===== config.mk =====
export PLATFORM = sky130hd
export DESIGN_NAME = i2c_master_byte_engine_core_flat
export DESIGN_NICKNAME = d
export VERILOG_FILES = /design/src/hdl/i2cm_pkg.sv /design/src/hdl/i2cm_tick_if.sv /design/src/hdl/i2cm_engine.sv /design/src/hdl/i2c_master_byte_engine_core.sv /design/src/flat_wrapper.sv
export SDC_FILE = /design/constraint.sdc
export NUM_CORES = 1
export LEC_CHECK = 0
export ABC_AREA = 0
export BUFFER_PORTS_ARGS = -buffer_cell sky130_fd_sc_hd__buf_2
export CORE_MARGIN = 4
export CORE_UTILIZATION = 45
export CTS_CLUSTER_DIAMETER = 60
export DETAILED_ROUTE_END_ITERATION = 10
export PLACE_DENSITY = 0.68
export SYNTH_ARGS = -nofsm -noshare
export SYNTH_HDL_FRONTEND = slang
export SYNTH_SLANG_ARGS = --single-unit

===== constraint.sdc =====
create_clock -name i_clk -period 6 [get_ports i_clk]
set_clock_uncertainty 0.05 [all_clocks]
set_input_delay 0.3 -clock i_clk [delete_from_list [all_inputs] [get_ports i_clk]]
set_output_delay 0.3 -clock i_clk [all_outputs]
set_load 0.01 [all_outputs]

===== src/hdl/i2cm_pkg.sv =====
// Shared types, codes and constants for the I2C master byte engine.
`timescale 1ns / 1ps

package i2cm_pkg;

    typedef enum logic [2:0] {
        OP_NONE  = 3'd0,
        OP_START = 3'd1,
        OP_STOP  = 3'd2,
        OP_WRITE = 3'd3,
        OP_READ  = 3'd4
    } t_op;

    // Configuration register indexes.
    localparam logic REG_HALF_PERIOD = 1'b0;
    localparam logic REG_ACK_RETRIES = 1'b1;

    localparam int HALF_PERIOD_W = 16;
    localparam int RETRIES_W     = 8;
    localparam int CFG_IDX_W     = 1;

    localparam logic [HALF_PERIOD_W-1:0] HALF_PERIOD_RST = 16'd10;
    localparam logic [RETRIES_W-1:0]     ACK_RETRIES_RST = 8'd5;

    // Phase numbers of the write and read sequences.
    localparam logic [6:0] PH_START_LAST = 7'd3;
    localparam logic [6:0] W_BITS_END    = 7'd32;
    localparam logic [6:0] W_RELEASE     = 7'd33;
    localparam logic [6:0] W_ACK_HIGH    = 7'd34;
    localparam logic [6:0] W_RETRY       = 7'd35;
    localparam logic [6:0] W_ACK_OK      = 7'd36;
    localparam logic [6:0] W_ERR_STOP    = 7'd37;
    localparam logic [6:0] W_ERR_SCL_LO  = 7'd38;
    localparam logic [6:0] W_ERR_SDA_LO  = 7'd39;
    localparam logic [6:0] W_ERR_SCL_HI  = 7'd40;
    localparam logic [6:0] W_LAST        = 7'd41;
    localparam logic [6:0] R_LAST_BIT    = 7'd23;
    localparam logic [6:0] R_ACK_SCL_LO  = 7'd24;
    localparam logic [6:0] R_ACK_DRIVE   = 7'd25;
    localparam logic [6:0] R_ACK_SCL_HI  = 7'd27;
    localparam logic [6:0] R_LAST        = 7'd28;

    // Bit k of MOD3_ZERO is set when k mod 3 is zero, of MOD3_TWO when it is two, for k below 32.
    localparam logic [31:0] MOD3_ZERO = 32'h4924_9249;
    localparam logic [31:0] MOD3_TWO  = 32'h2492_4924;

    typedef struct packed {
        logic [2:0] action;
        logic [7:0] tx_byte;
        logic       master_ack;
        logic       sda_in;
    } t_tick_in;

    typedef struct packed {
        logic       scl_level;
        logic       sda_level;
        logic       sda_drive;
        logic       busy_res;
        logic       done_res;
        logic [7:0] rx_byte;
        logic       ack_error;
    } t_tick_res;

endpackage


===== src/hdl/i2cm_tick_if.sv =====
// Valid/ready channel interfaces for the tick words and the result words.
`timescale 1ns / 1ps

interface i2cm_tick_if;
    logic       valid;
    logic       ready;
    logic [2:0] action;
    logic [7:0] tx_byte;
    logic       master_ack;
    logic       sda_in;

    modport source (output valid, action, tx_byte, master_ack, sda_in, input ready);
    modport sink (input valid, action, tx_byte, master_ack, sda_in, output ready);
endinterface

interface i2cm_res_if;
    logic       valid;
    logic       ready;
    logic       scl_level;
    logic       sda_level;
    logic       sda_drive;
    logic       busy_res;
    logic       done_res;
    logic [7:0] rx_byte;
    logic       ack_error;

    modport source (output valid, scl_level, sda_level, sda_drive, busy_res, done_res,
                    rx_byte, ack_error, input ready);
    modport sink (input valid, scl_level, sda_level, sda_drive, busy_res, done_res,
                  rx_byte, ack_error, output ready);
endinterface


===== src/hdl/i2cm_engine.sv =====
// Bus phase sequencer: configuration, command state and the per-tick update.
`timescale 1ns / 1ps

module i2cm_engine
    import i2cm_pkg::*;
(
    input  logic                     i_clk,
    input  logic                     i_rst_n,
    input  logic                     i_cfg_we,
    input  logic [CFG_IDX_W-1:0]     i_cfg_idx,
    input  logic [HALF_PERIOD_W-1:0] i_cfg_data,
    input  logic                     i_step,
    input  t_tick_in                 i_tick,
    output t_tick_res                o_next
);

    logic [HALF_PERIOD_W-1:0] r_half_period;
    logic [RETRIES_W-1:0]     r_ack_retries;

    t_op         r_op, n_op;
    logic [6:0]  r_phase, n_phase;
    logic [15:0] r_tick, n_tick;
    logic [7:0]  r_shift, n_shift;
    logic [3:0]  r_bit, n_bit;
    logic [7:0]  r_retry, n_retry;
    logic        r_ack, n_ack;
    logic        r_scl, n_scl;
    logic        r_sda, n_sda;
    logic        r_drive, n_drive;
    logic        r_err, n_err;
    logic [7:0]  r_rx, n_rx;

    logic        done;
    logic        enter;
    logic [15:0] hp;
    logic [16:0] tick_sum;
    logic [7:0]  lim;

    always_ff @(posedge i_clk) begin
        if (!i_rst_n) begin
            r_half_period <= HALF_PERIOD_RST;
            r_ack_retries <= ACK_RETRIES_RST;
        end else if (i_cfg_we) begin
            unique case (i_cfg_idx)
                REG_HALF_PERIOD: r_half_period <= i_cfg_data;
                REG_ACK_RETRIES: r_ack_retries <= i_cfg_data[RETRIES_W-1:0];
                default: ;
            endcase
        end
    end

    always_ff @(posedge i_clk) begin
        if (!i_rst_n) begin
            r_op    <= OP_NONE;
            r_phase <= '0;
            r_tick  <= '0;
            r_shift <= '0;
            r_bit   <= '0;
            r_retry <= '0;
            r_ack   <= 1'b0;
            r_scl   <= 1'b1;
            r_sda   <= 1'b1;
            r_drive <= 1'b1;
            r_err   <= 1'b0;
            r_rx    <= '0;
        end else if (i_step) begin
            r_op    <= n_op;
            r_phase <= n_phase;
            r_tick  <= n_tick;
            r_shift <= n_shift;
            r_bit   <= n_bit;
            r_retry <= n_retry;
            r_ack   <= n_ack;
            r_scl   <= n_scl;
            r_sda   <= n_sda;
            r_drive <= n_drive;
            r_err   <= n_err;
            r_rx    <= n_rx;
        end
    end

    always_comb begin
        n_op     = r_op;
        n_phase  = r_phase;
        n_tick   = r_tick;
        n_shift  = r_shift;
        n_bit    = r_bit;
        n_retry  = r_retry;
        n_ack    = r_ack;
        n_scl    = r_scl;
        n_sda    = r_sda;
        n_drive  = r_drive;
        n_err    = r_err;
        n_rx     = r_rx;
        done     = 1'b0;
        enter    = 1'b0;
        hp       = (r_half_period == '0) ? 16'd1 : r_half_period;
        lim      = (r_ack_retries == '0) ? 8'd1 : r_ack_retries;
        tick_sum = {1'b0, r_tick} + 17'd1;

        if (r_op == OP_NONE) begin
            case (i_tick.action)
                OP_START, OP_STOP, OP_WRITE, OP_READ: begin
                    n_op    = t_op'(i_tick.action);
                    n_phase = '0;
                    n_tick  = '0;
                    n_retry = '0;
                    n_bit   = '0;
                    if (i_tick.action == OP_WRITE) begin
                        n_shift = i_tick.tx_byte;
                        n_err   = 1'b0;
                    end
                    if (i_tick.action == OP_READ) begin
                        n_shift = '0;
                        n_ack   = i_tick.master_ack;
                    end
                    enter = 1'b1;
                end
                default: ;
            endcase
        end else if (tick_sum >= {1'b0, hp}) begin
            // End of the running phase.
            n_tick = '0;
            unique case (r_op)
                OP_START, OP_STOP: begin
                    if (r_phase >= PH_START_LAST) begin
                        done = 1'b1;
                    end else begin
                        n_phase = r_phase + 7'd1;
                        enter   = 1'b1;
                    end
                end
                OP_WRITE: begin
                    if (r_phase < W_ACK_HIGH) begin
                        if (r_phase < W_BITS_END && r_phase[1:0] == 2'd3) begin
                            n_bit = r_bit + 4'd1;
                        end
                        n_phase = r_phase + 7'd1;
                        enter   = 1'b1;
                    end else if (r_phase == W_ACK_HIGH || r_phase == W_RETRY) begin
                        if (r_phase == W_RETRY && r_retry >= lim) begin
                            n_err   = 1'b1;
                            n_phase = W_ERR_STOP;
                            enter   = 1'b1;
                        end else if (!i_tick.sda_in) begin
                            n_phase = W_ACK_OK;
                            enter   = 1'b1;
                        end else begin
                            n_retry = r_retry + 8'd1;
                            n_phase = W_RETRY;
                        end
                    end else if (r_phase == W_ACK_OK) begin
                        n_drive = 1'b1;
                        n_sda   = 1'b1;
                        done    = 1'b1;
                    end else if (r_phase >= W_LAST) begin
                        done = 1'b1;
                    end else begin
                        n_phase = r_phase + 7'd1;
                        enter   = 1'b1;
                    end
                end
                OP_READ: begin
                    if (r_phase <= R_LAST_BIT && MOD3_TWO[r_phase[4:0]]) begin
                        n_shift = {r_shift[6:0], i_tick.sda_in};
                        n_bit   = r_bit + 4'd1;
                        if (r_phase == R_LAST_BIT) begin
                            n_rx = {r_shift[6:0], i_tick.sda_in};
                        end
                    end
                    if (r_phase >= R_LAST) begin
                        done = 1'b1;
                    end else begin
                        n_phase = r_phase + 7'd1;
                        enter   = 1'b1;
                    end
                end
                default: done = 1'b1;
            endcase
            if (done) begin
                n_op    = OP_NONE;
                n_phase = '0;
            end
        end else begin
            n_tick = tick_sum[15:0];
        end

        // Pin changes made as a new phase begins.
        if (enter) begin
            unique case (n_op)
                OP_START: begin
                    if (n_phase == 7'd0) begin
                        n_drive = 1'b1;
                        n_sda   = 1'b1;
                    end else if (n_phase == 7'd1) begin
                        n_scl = 1'b1;
                    end else if (n_phase == 7'd2) begin
                        n_sda = 1'b0;
                    end else begin
                        n_scl = 1'b0;
                    end
                end
                OP_STOP: begin
                    if (n_phase == 7'd0) begin
                        n_scl   = 1'b0;
                        n_drive = 1'b1;
                    end else if (n_phase == 7'd1) begin
                        n_sda = 1'b0;
                    end else if (n_phase == 7'd2) begin
                        n_scl = 1'b1;
                    end else begin
                        n_sda = 1'b1;
                    end
                end
                OP_WRITE: begin
                    if (n_phase < W_BITS_END) begin
                        case (n_phase[1:0])
                            2'd0: begin
                                n_scl   = 1'b0;
                                n_drive = 1'b1;
                            end
                            2'd1: n_sda = n_shift[7];
                            2'd2: n_shift = {n_shift[6:0], 1'b0};
                            default: n_scl = 1'b1;
                        endcase
                    end else if (n_phase == W_BITS_END) begin
                        n_scl = 1'b0;
                    end else if (n_phase == W_RELEASE) begin
                        n_drive = 1'b0;
                        n_sda   = 1'b1;
                    end else if (n_phase == W_ACK_HIGH) begin
                        n_scl = 1'b1;
                    end else if (n_phase == W_ACK_OK) begin
                        n_scl = 1'b0;
                    end else if (n_phase == W_ERR_STOP) begin
                        n_drive = 1'b1;
                        n_sda   = 1'b1;
                    end else if (n_phase == W_ERR_SCL_LO) begin
                        n_scl = 1'b0;
                    end else if (n_phase == W_ERR_SDA_LO) begin
                        n_sda = 1'b0;
                    end else if (n_phase == W_ERR_SCL_HI) begin
                        n_scl = 1'b1;
                    end else if (n_phase == W_LAST) begin
                        n_sda = 1'b1;
                    end
                end
                OP_READ: begin
                    if (n_phase == 7'd0) begin
                        n_drive = 1'b0;
                        n_sda   = 1'b1;
                        n_scl   = 1'b0;
                    end else if (n_phase <= R_LAST_BIT) begin
                        if (MOD3_ZERO[n_phase[4:0]]) begin
                            n_scl = 1'b0;
                        end else if (MOD3_TWO[n_phase[4:0]]) begin
                            n_scl = 1'b1;
                        end
                    end else if (n_phase == R_ACK_SCL_LO) begin
                        n_scl = 1'b0;
                    end else if (n_phase == R_ACK_DRIVE) begin
                        n_drive = 1'b1;
                        n_sda   = ~n_ack;
                    end else if (n_phase == R_ACK_SCL_HI) begin
                        n_scl = 1'b1;
                    end else if (n_phase == R_LAST) begin
                        n_scl = 1'b0;
                    end
                end
                default: ;
            endcase
        end

        o_next.scl_level = n_scl;
        o_next.sda_level = n_sda;
        o_next.sda_drive = n_drive;
        o_next.busy_res  = (n_op != OP_NONE);
        o_next.done_res  = done;
        o_next.rx_byte   = n_rx;
        o_next.ack_error = n_err;
    end

endmodule


===== src/hdl/i2c_master_byte_engine_core.sv =====
// Top level of the I2C master byte engine: channels, output register and engine.
`timescale 1ns / 1ps

// Each input word is one tick of bus timing. It may carry a command (start, stop,
// write byte, read byte), taken only while the engine is idle, plus the sampled
// SDA level. Each accepted word yields exactly one result word on o_res with the
// SCL and SDA drive levels, busy, a one-tick done pulse, the last read byte and
// the acknowledge error flag, all as they stand after that tick.
// The result of a tick sits in the output register on the cycle after the tick is
// accepted. Throughput is one word per cycle while the receiver takes each result;
// the whole tick update is a single pass of logic between the state registers and the
// output register.
// If the receiver stalls, the output register holds its word and i_tick.ready
// drops until the word is taken, so no tick is lost and bus timing simply pauses.
// Configuration: i_cfg_idx 0 sets ticks per bus phase, 1 sets acknowledge retries.
// Reset (synchronous, active low) returns the engine to idle with SCL and SDA
// driven high, restores the default register values and empties the output.
module i2c_master_byte_engine_core
    import i2cm_pkg::*;
(
    input  logic                     i_clk,
    input  logic                     i_rst_n,
    input  logic                     i_cfg_we,
    input  logic [CFG_IDX_W-1:0]     i_cfg_idx,
    input  logic [HALF_PERIOD_W-1:0] i_cfg_data,
    i2cm_tick_if.sink                i_tick,
    i2cm_res_if.source               o_res
);

    logic      r_out_valid;
    t_tick_res r_out;
    t_tick_res next_res;
    t_tick_in  tick_word;
    logic      step;

    assign i_tick.ready = !r_out_valid || o_res.ready;
    assign step         = i_tick.valid && i_tick.ready;

    assign tick_word.action     = i_tick.action;
    assign tick_word.tx_byte    = i_tick.tx_byte;
    assign tick_word.master_ack = i_tick.master_ack;
    assign tick_word.sda_in     = i_tick.sda_in;

    i2cm_engine u_engine (
        .i_clk     (i_clk),
        .i_rst_n   (i_rst_n),
        .i_cfg_we  (i_cfg_we),
        .i_cfg_idx (i_cfg_idx),
        .i_cfg_data(i_cfg_data),
        .i_step    (step),
        .i_tick    (tick_word),
        .o_next    (next_res)
    );

    always_ff @(posedge i_clk) begin
        if (!i_rst_n) begin
            r_out_valid <= 1'b0;
        end else if (step) begin
            r_out_valid <= 1'b1;
        end else if (o_res.ready) begin
            r_out_valid <= 1'b0;
        end
    end

    always_ff @(posedge i_clk) begin
        if (step) begin
            r_out <= next_res;
        end
    end

    assign o_res.valid     = r_out_valid;
    assign o_res.scl_level = r_out.scl_level;
    assign o_res.sda_level = r_out.sda_level;
    assign o_res.sda_drive = r_out.sda_drive;
    assign o_res.busy_res  = r_out.busy_res;
    assign o_res.done_res  = r_out.done_res;
    assign o_res.rx_byte   = r_out.rx_byte;
    assign o_res.ack_error = r_out.ack_error;

endmodule


===== src/flat_wrapper.sv =====
// flat-port wrapper written by rule: the top's interface ports become plain ports
module i2c_master_byte_engine_core_flat import i2cm_pkg::*;
  (i_clk, i_rst_n, i_cfg_we, i_cfg_idx, i_cfg_data, i_tick_valid, i_tick_action, i_tick_tx_byte, i_tick_master_ack, i_tick_sda_in, i_tick_ready, o_res_valid, o_res_scl_level, o_res_sda_level, o_res_sda_drive, o_res_busy_res, o_res_done_res, o_res_rx_byte, o_res_ack_error, o_res_ready);
  i2cm_tick_if i_tick_i ();
  i2cm_res_if o_res_i ();
  input  logic i_clk;
  input  logic i_rst_n;
  input  logic i_cfg_we;
  input  logic [CFG_IDX_W-1:0] i_cfg_idx;
  input  logic [HALF_PERIOD_W-1:0] i_cfg_data;
  input wire logic [$bits(i_tick_i.valid)-1:0] i_tick_valid;
  input wire logic [$bits(i_tick_i.action)-1:0] i_tick_action;
  input wire logic [$bits(i_tick_i.tx_byte)-1:0] i_tick_tx_byte;
  input wire logic [$bits(i_tick_i.master_ack)-1:0] i_tick_master_ack;
  input wire logic [$bits(i_tick_i.sda_in)-1:0] i_tick_sda_in;
  output wire logic [$bits(i_tick_i.ready)-1:0] i_tick_ready;
  output wire logic [$bits(o_res_i.valid)-1:0] o_res_valid;
  output wire logic [$bits(o_res_i.scl_level)-1:0] o_res_scl_level;
  output wire logic [$bits(o_res_i.sda_level)-1:0] o_res_sda_level;
  output wire logic [$bits(o_res_i.sda_drive)-1:0] o_res_sda_drive;
  output wire logic [$bits(o_res_i.busy_res)-1:0] o_res_busy_res;
  output wire logic [$bits(o_res_i.done_res)-1:0] o_res_done_res;
  output wire logic [$bits(o_res_i.rx_byte)-1:0] o_res_rx_byte;
  output wire logic [$bits(o_res_i.ack_error)-1:0] o_res_ack_error;
  input wire logic [$bits(o_res_i.ready)-1:0] o_res_ready;
  assign i_tick_i.valid = i_tick_valid;
  assign i_tick_i.action = i_tick_action;
  assign i_tick_i.tx_byte = i_tick_tx_byte;
  assign i_tick_i.master_ack = i_tick_master_ack;
  assign i_tick_i.sda_in = i_tick_sda_in;
  assign i_tick_ready = i_tick_i.ready;
  assign o_res_valid = o_res_i.valid;
  assign o_res_scl_level = o_res_i.scl_level;
  assign o_res_sda_level = o_res_i.sda_level;
  assign o_res_sda_drive = o_res_i.sda_drive;
  assign o_res_busy_res = o_res_i.busy_res;
  assign o_res_done_res = o_res_i.done_res;
  assign o_res_rx_byte = o_res_i.rx_byte;
  assign o_res_ack_error = o_res_i.ack_error;
  assign o_res_i.ready = o_res_ready;
  i2c_master_byte_engine_core u_core (.i_clk(i_clk), .i_rst_n(i_rst_n), .i_cfg_we(i_cfg_we), .i_cfg_idx(i_cfg_idx), .i_cfg_data(i_cfg_data), .i_tick(i_tick_i), .o_res(o_res_i));
endmodule

==> results.sh <==
export IMPL_outcome="finished, final reports clean"
export IMPL_ir_worst_vdd_mv=0.154
export IMPL_synthAdderAreaFrac_pct=6.82
export IMPL_p_clk_share_pct=33.4
export IMPL_setup_viol=0
export IMPL_via_count=6152
export IMPL_power_leakage_nw=2.99
export IMPL_grt_usage_pct=20.5
export IMPL_grt_use_met2_pct=32.2
export IMPL_cp_max_fo=9
export IMPL_startpoint_type="flip-flop"
export IMPL_setup_slack_ns=0.871
export IMPL_grt_start_max_net_pins=57
export IMPL_start_util_pct=46.3
export IMPL_grt_pass1_wl_um=28600
export IMPL_drc_errors=0
export IMPL_crit_chain="nand4_1, or3_1, inv_1, nand4_1, xnor2_1, ha_1, a21o_1, a21oi_1, o22ai_1, nor3_2, a22o_1, inv_1, ha_1, inv_1, nand2_1, nor3_1, a21o_1, a21oi_1, a2111oi_1, mux2i_1"
export IMPL_synthCells=822
export IMPL_wl_um=17400
export IMPL_busiest_layer="met2"
export IMPL_cts_tree="built"
export IMPL_yosys_warnings=0
export IMPL_cellPowerDensity_nw_per_um2=222
export IMPL_r2r_start="u_core.u_engine.r_tick[3]$_SDFFE_PN0P_"
export IMPL_synth_seq_area_share_pct=30.3
export IMPL_post_dp_hpwl_um=12500
export IMPL_cts_max_level=3
export IMPL_synth_fp_nets=893
export IMPL_antenna_found_initial=0
export IMPL_slew_headroom_pct=22.5
export IMPL_viasPerCell=5.96
export IMPL_crit_type="reg2reg"
export IMPL_worstHoldStart="i_cfg_data[0]"
export IMPL_yosysUniqueCellTypes=100
export IMPL_p_comb_share_pct=22.7
export IMPL_p_sw_mw=0.528
export IMPL_grt_met3_usage_pct=4.51
export IMPL_max_stage_delay_ns=0.46
export IMPL_overflow=0
export IMPL_internal_power_mw=1.10
export IMPL_arrival_ns=5.17
export IMPL_muxShareOfSynthArea_pct=5.27
export IMPL_cts_root_buf="clkbuf_16"
export IMPL_synth_area_top_cells="dfxtp_1 24%, ha_1 6.7%, edfxtp_1 6.2%, nand2_1 5.7%, a21oi_1 4.8%"
export IMPL_min_path_type="in2reg"
export IMPL_critical_path_buf_inv_count=3
export IMPL_crit_path_start="u_core.u_engine.r_tick[3]$_SDFFE_PN0P_"
export IMPL_yosys_area_share_simple_pct=23.0
export IMPL_crit_path_top_delay_cell="a2111oi_1"
export IMPL_port_buffers=50
export IMPL_nNetsFinal=915
export IMPL_detail_route_antenna_nets=0
export IMPL_crit_required_ns=6.04
export IMPL_core_um2=14600
export IMPL_yosys_area_top_type="dfxtp_1"
export IMPL_area_delta_synth_final_pct=8.95
export IMPL_maxSlewViolCount=0
export IMPL_cts_sinks=95
export IMPL_rsz0062_at_grt="no"
export IMPL_insertion_delay_ns=0.36
export IMPL_yosysTopAreaCellShare_pct=24.0
export IMPL_antenna_cells=0
export IMPL_grtUsageMet1_pct=29.1
export IMPL_grt_pass1_vias=5738
export IMPL_final_hold_viol_count=0
export IMPL_ys_seq_elements=95
export IMPL_synth_xor_area_share_pct=2.86
export IMPL_synth_compound_area_share_pct=26.0
export IMPL_die_width_um=130
export IMPL_fmax_mhz=195
export IMPL_crit_path_end_kind="flip-flop"
export IMPL_drt_iter0_markers=461
export IMPL_synthArstFlopShare_pct=0
export IMPL_synth_most_common_cell="nand2_1"
export IMPL_synthFlopType="dfxtp_1"
export IMPL_synth_top_family_by_area="compound AO/OA/AOI/OAI gates"
export IMPL_worstMarginPinSlew_ns=1.16
export IMPL_ctsHoldBuffers=0
export IMPL_drtPass1Iterations=7
export IMPL_drive_above_1_share_pct=14.3
export IMPL_io_pins=51
export IMPL_fp_row_count=44
export IMPL_dp_slack_ns=0.981
export IMPL_rrSetupSlack_ns=0.87
export IMPL_path_delay_family="compound AO/OA/AOI/OAI gates"
export IMPL_postCtsResizedCells=0
export IMPL_synth_edff_count=14
export IMPL_p_sw_share_pct=32.3
export IMPL_avgSynthCellArea_um2=8.21
export IMPL_synthTopCellsByCount="102 x nand2_1, 81 x dfxtp_1, 79 x nor2_1"
export IMPL_cts_setup_buffers=0
export IMPL_clk_pin_slew_worst_paths_ns=0.07
export IMPL_wl_per_cell_um=16.8
export IMPL_die_h_um=130
export IMPL_gp_congestion=0.982
export IMPL_clk_path_buf_depth=2
export IMPL_cts_buffers=9
export IMPL_seqPwrFrac_pct=43.9
export IMPL_worst_path_most_repeated_cell="inv_1"
export IMPL_post_route_period_util_pct=85.5
export IMPL_netlist_area_um2=6750
export IMPL_fin_crit_ns=5.13
export IMPL_cap_violations=0
export IMPL_die_area_um2=17000
export IMPL_tns_ns=0
-- path summary, 6_finish.rpt --
check | to | cells after the start
setup / recovery | u_core.o_res.sda_drive$_DFFE_PP_ | 20
hold / removal | u_core.u_engine.r_ack_retries[0]$_SDFFE_PN1P_ | 3
setup reg to reg | u_core.o_res.sda_drive$_DFFE_PP_ | 20
hold reg to reg | u_core.u_engine.r_ack_retries[1]$_SDFFE_PN0P_ | 2
-- flip-flops by register name (all words and copies together) (netlist names), 3 cells and up, named ones only --
| register | count |
|---|---|
| u_core.u_engine.r_shift | 8 |
| u_core.u_engine.r_ack_retries | 8 |
| u_core.u_engine.r_phase | 7 |
| u_core.u_engine.r_retry | 8 |
| u_core.u_engine.r_op | 3 |
| u_core.u_engine.r_half_period | 16 |
| u_core.u_engine.r_rx | 8 |
| u_core.u_engine.r_tick | 16 |
| u_core.o_res.rx_byte | 8 |
-- worst register-to-register path: cells and delay by family, from the launching register on --
kind | cells | cell delay, ns
AOI/OAI and AO/OA | 7 | 1.76
xor gates and xnor gates | 1 | 0.18
adders and majority gates | 2 | 0.51
buffers and inverters | 3 | 0.35
DFF | 1 | 0.45
muxes | 1 | 0.15
and+or+nand+nor | 6 | 1.41
-- power by group through the flow --
stage | clock, mW | sequential, mW | combinational, mW
5_1_grt | 0.587 | 0.721 | 0.411
3_3_place_gp | 0 | 0.730 | 0.364
4_1_cts | 0.553 | 0.716 | 0.366
6_report | 0.546 | 0.717 | 0.371
3_5_place_dp | 0 | 0.730 | 0.364
2_1_floorplan | 0 | 0.714 | 0.284
-- placed cells by master (no fill, tap or decap), drive strengths merged, types with 11 or more instances in the layout --
master	netlist	layout
ha	36	36
o21ai	27	27
a211oi	17	17
inv	46	49
nand4	13	13
mux2i	22	22
o211ai	12	12
dfxtp	81	81
nand2	103	103
a21oi	67	67
mux2	12	12
nand2b	13	13
o211a	12	12
nor2	82	82
nor3	16	16
edfxtp	14	14
nand3	26	26
xnor2	12	12
buf	24	58
a22oi	16	16
a21o	11	11
-- stage by stage --
stage | cells | util [%] | power [mW] | instance area, µm² | hold slack (ns)
after floorplan | 822 | - | 0.998 | 6750 | 0.374
after global placement | 1017 | 48.5 | 1.09 | 7080 | 0.397
after detailed placement | 1017 | 48.5 | 1.09 | 7080 | 0.410
after CTS | 1033 | 50.4 | 1.64 | 7350 | 0.122
after global routing | 1033 | 50.4 | 1.72 | 7350 | 0.134
final | 1033 | 50.4 | 1.63 | 7350 | 0.123
-- kinds of logic after synthesis --
logic type,Yosys count
AOI/OAI and AO/OA,235
xor gates and xnor gates,22
adders and majority gates,37
buffers and inverters,93
DFF,95
muxes,34
and+or+nand+nor,306
-- cell type report --
class	count	area, µm²
clock buffer	10	229
clock inverter	6	43.8
fill	1413	7240
inverter	46	173
multi-input combinational	634	4330
sequential	95	2040
tap	184	230
timing repair buffer	58	310
-- layer usage --
metal / share of wire, % / wire length (µm)
met5: 0 / 0
met4: 1.6 / 283
met3: 6.1 / 1060
met2: 44 / 7690
met1: 48 / 8330
No activity file was read; power rests on OpenSTA's default activity.
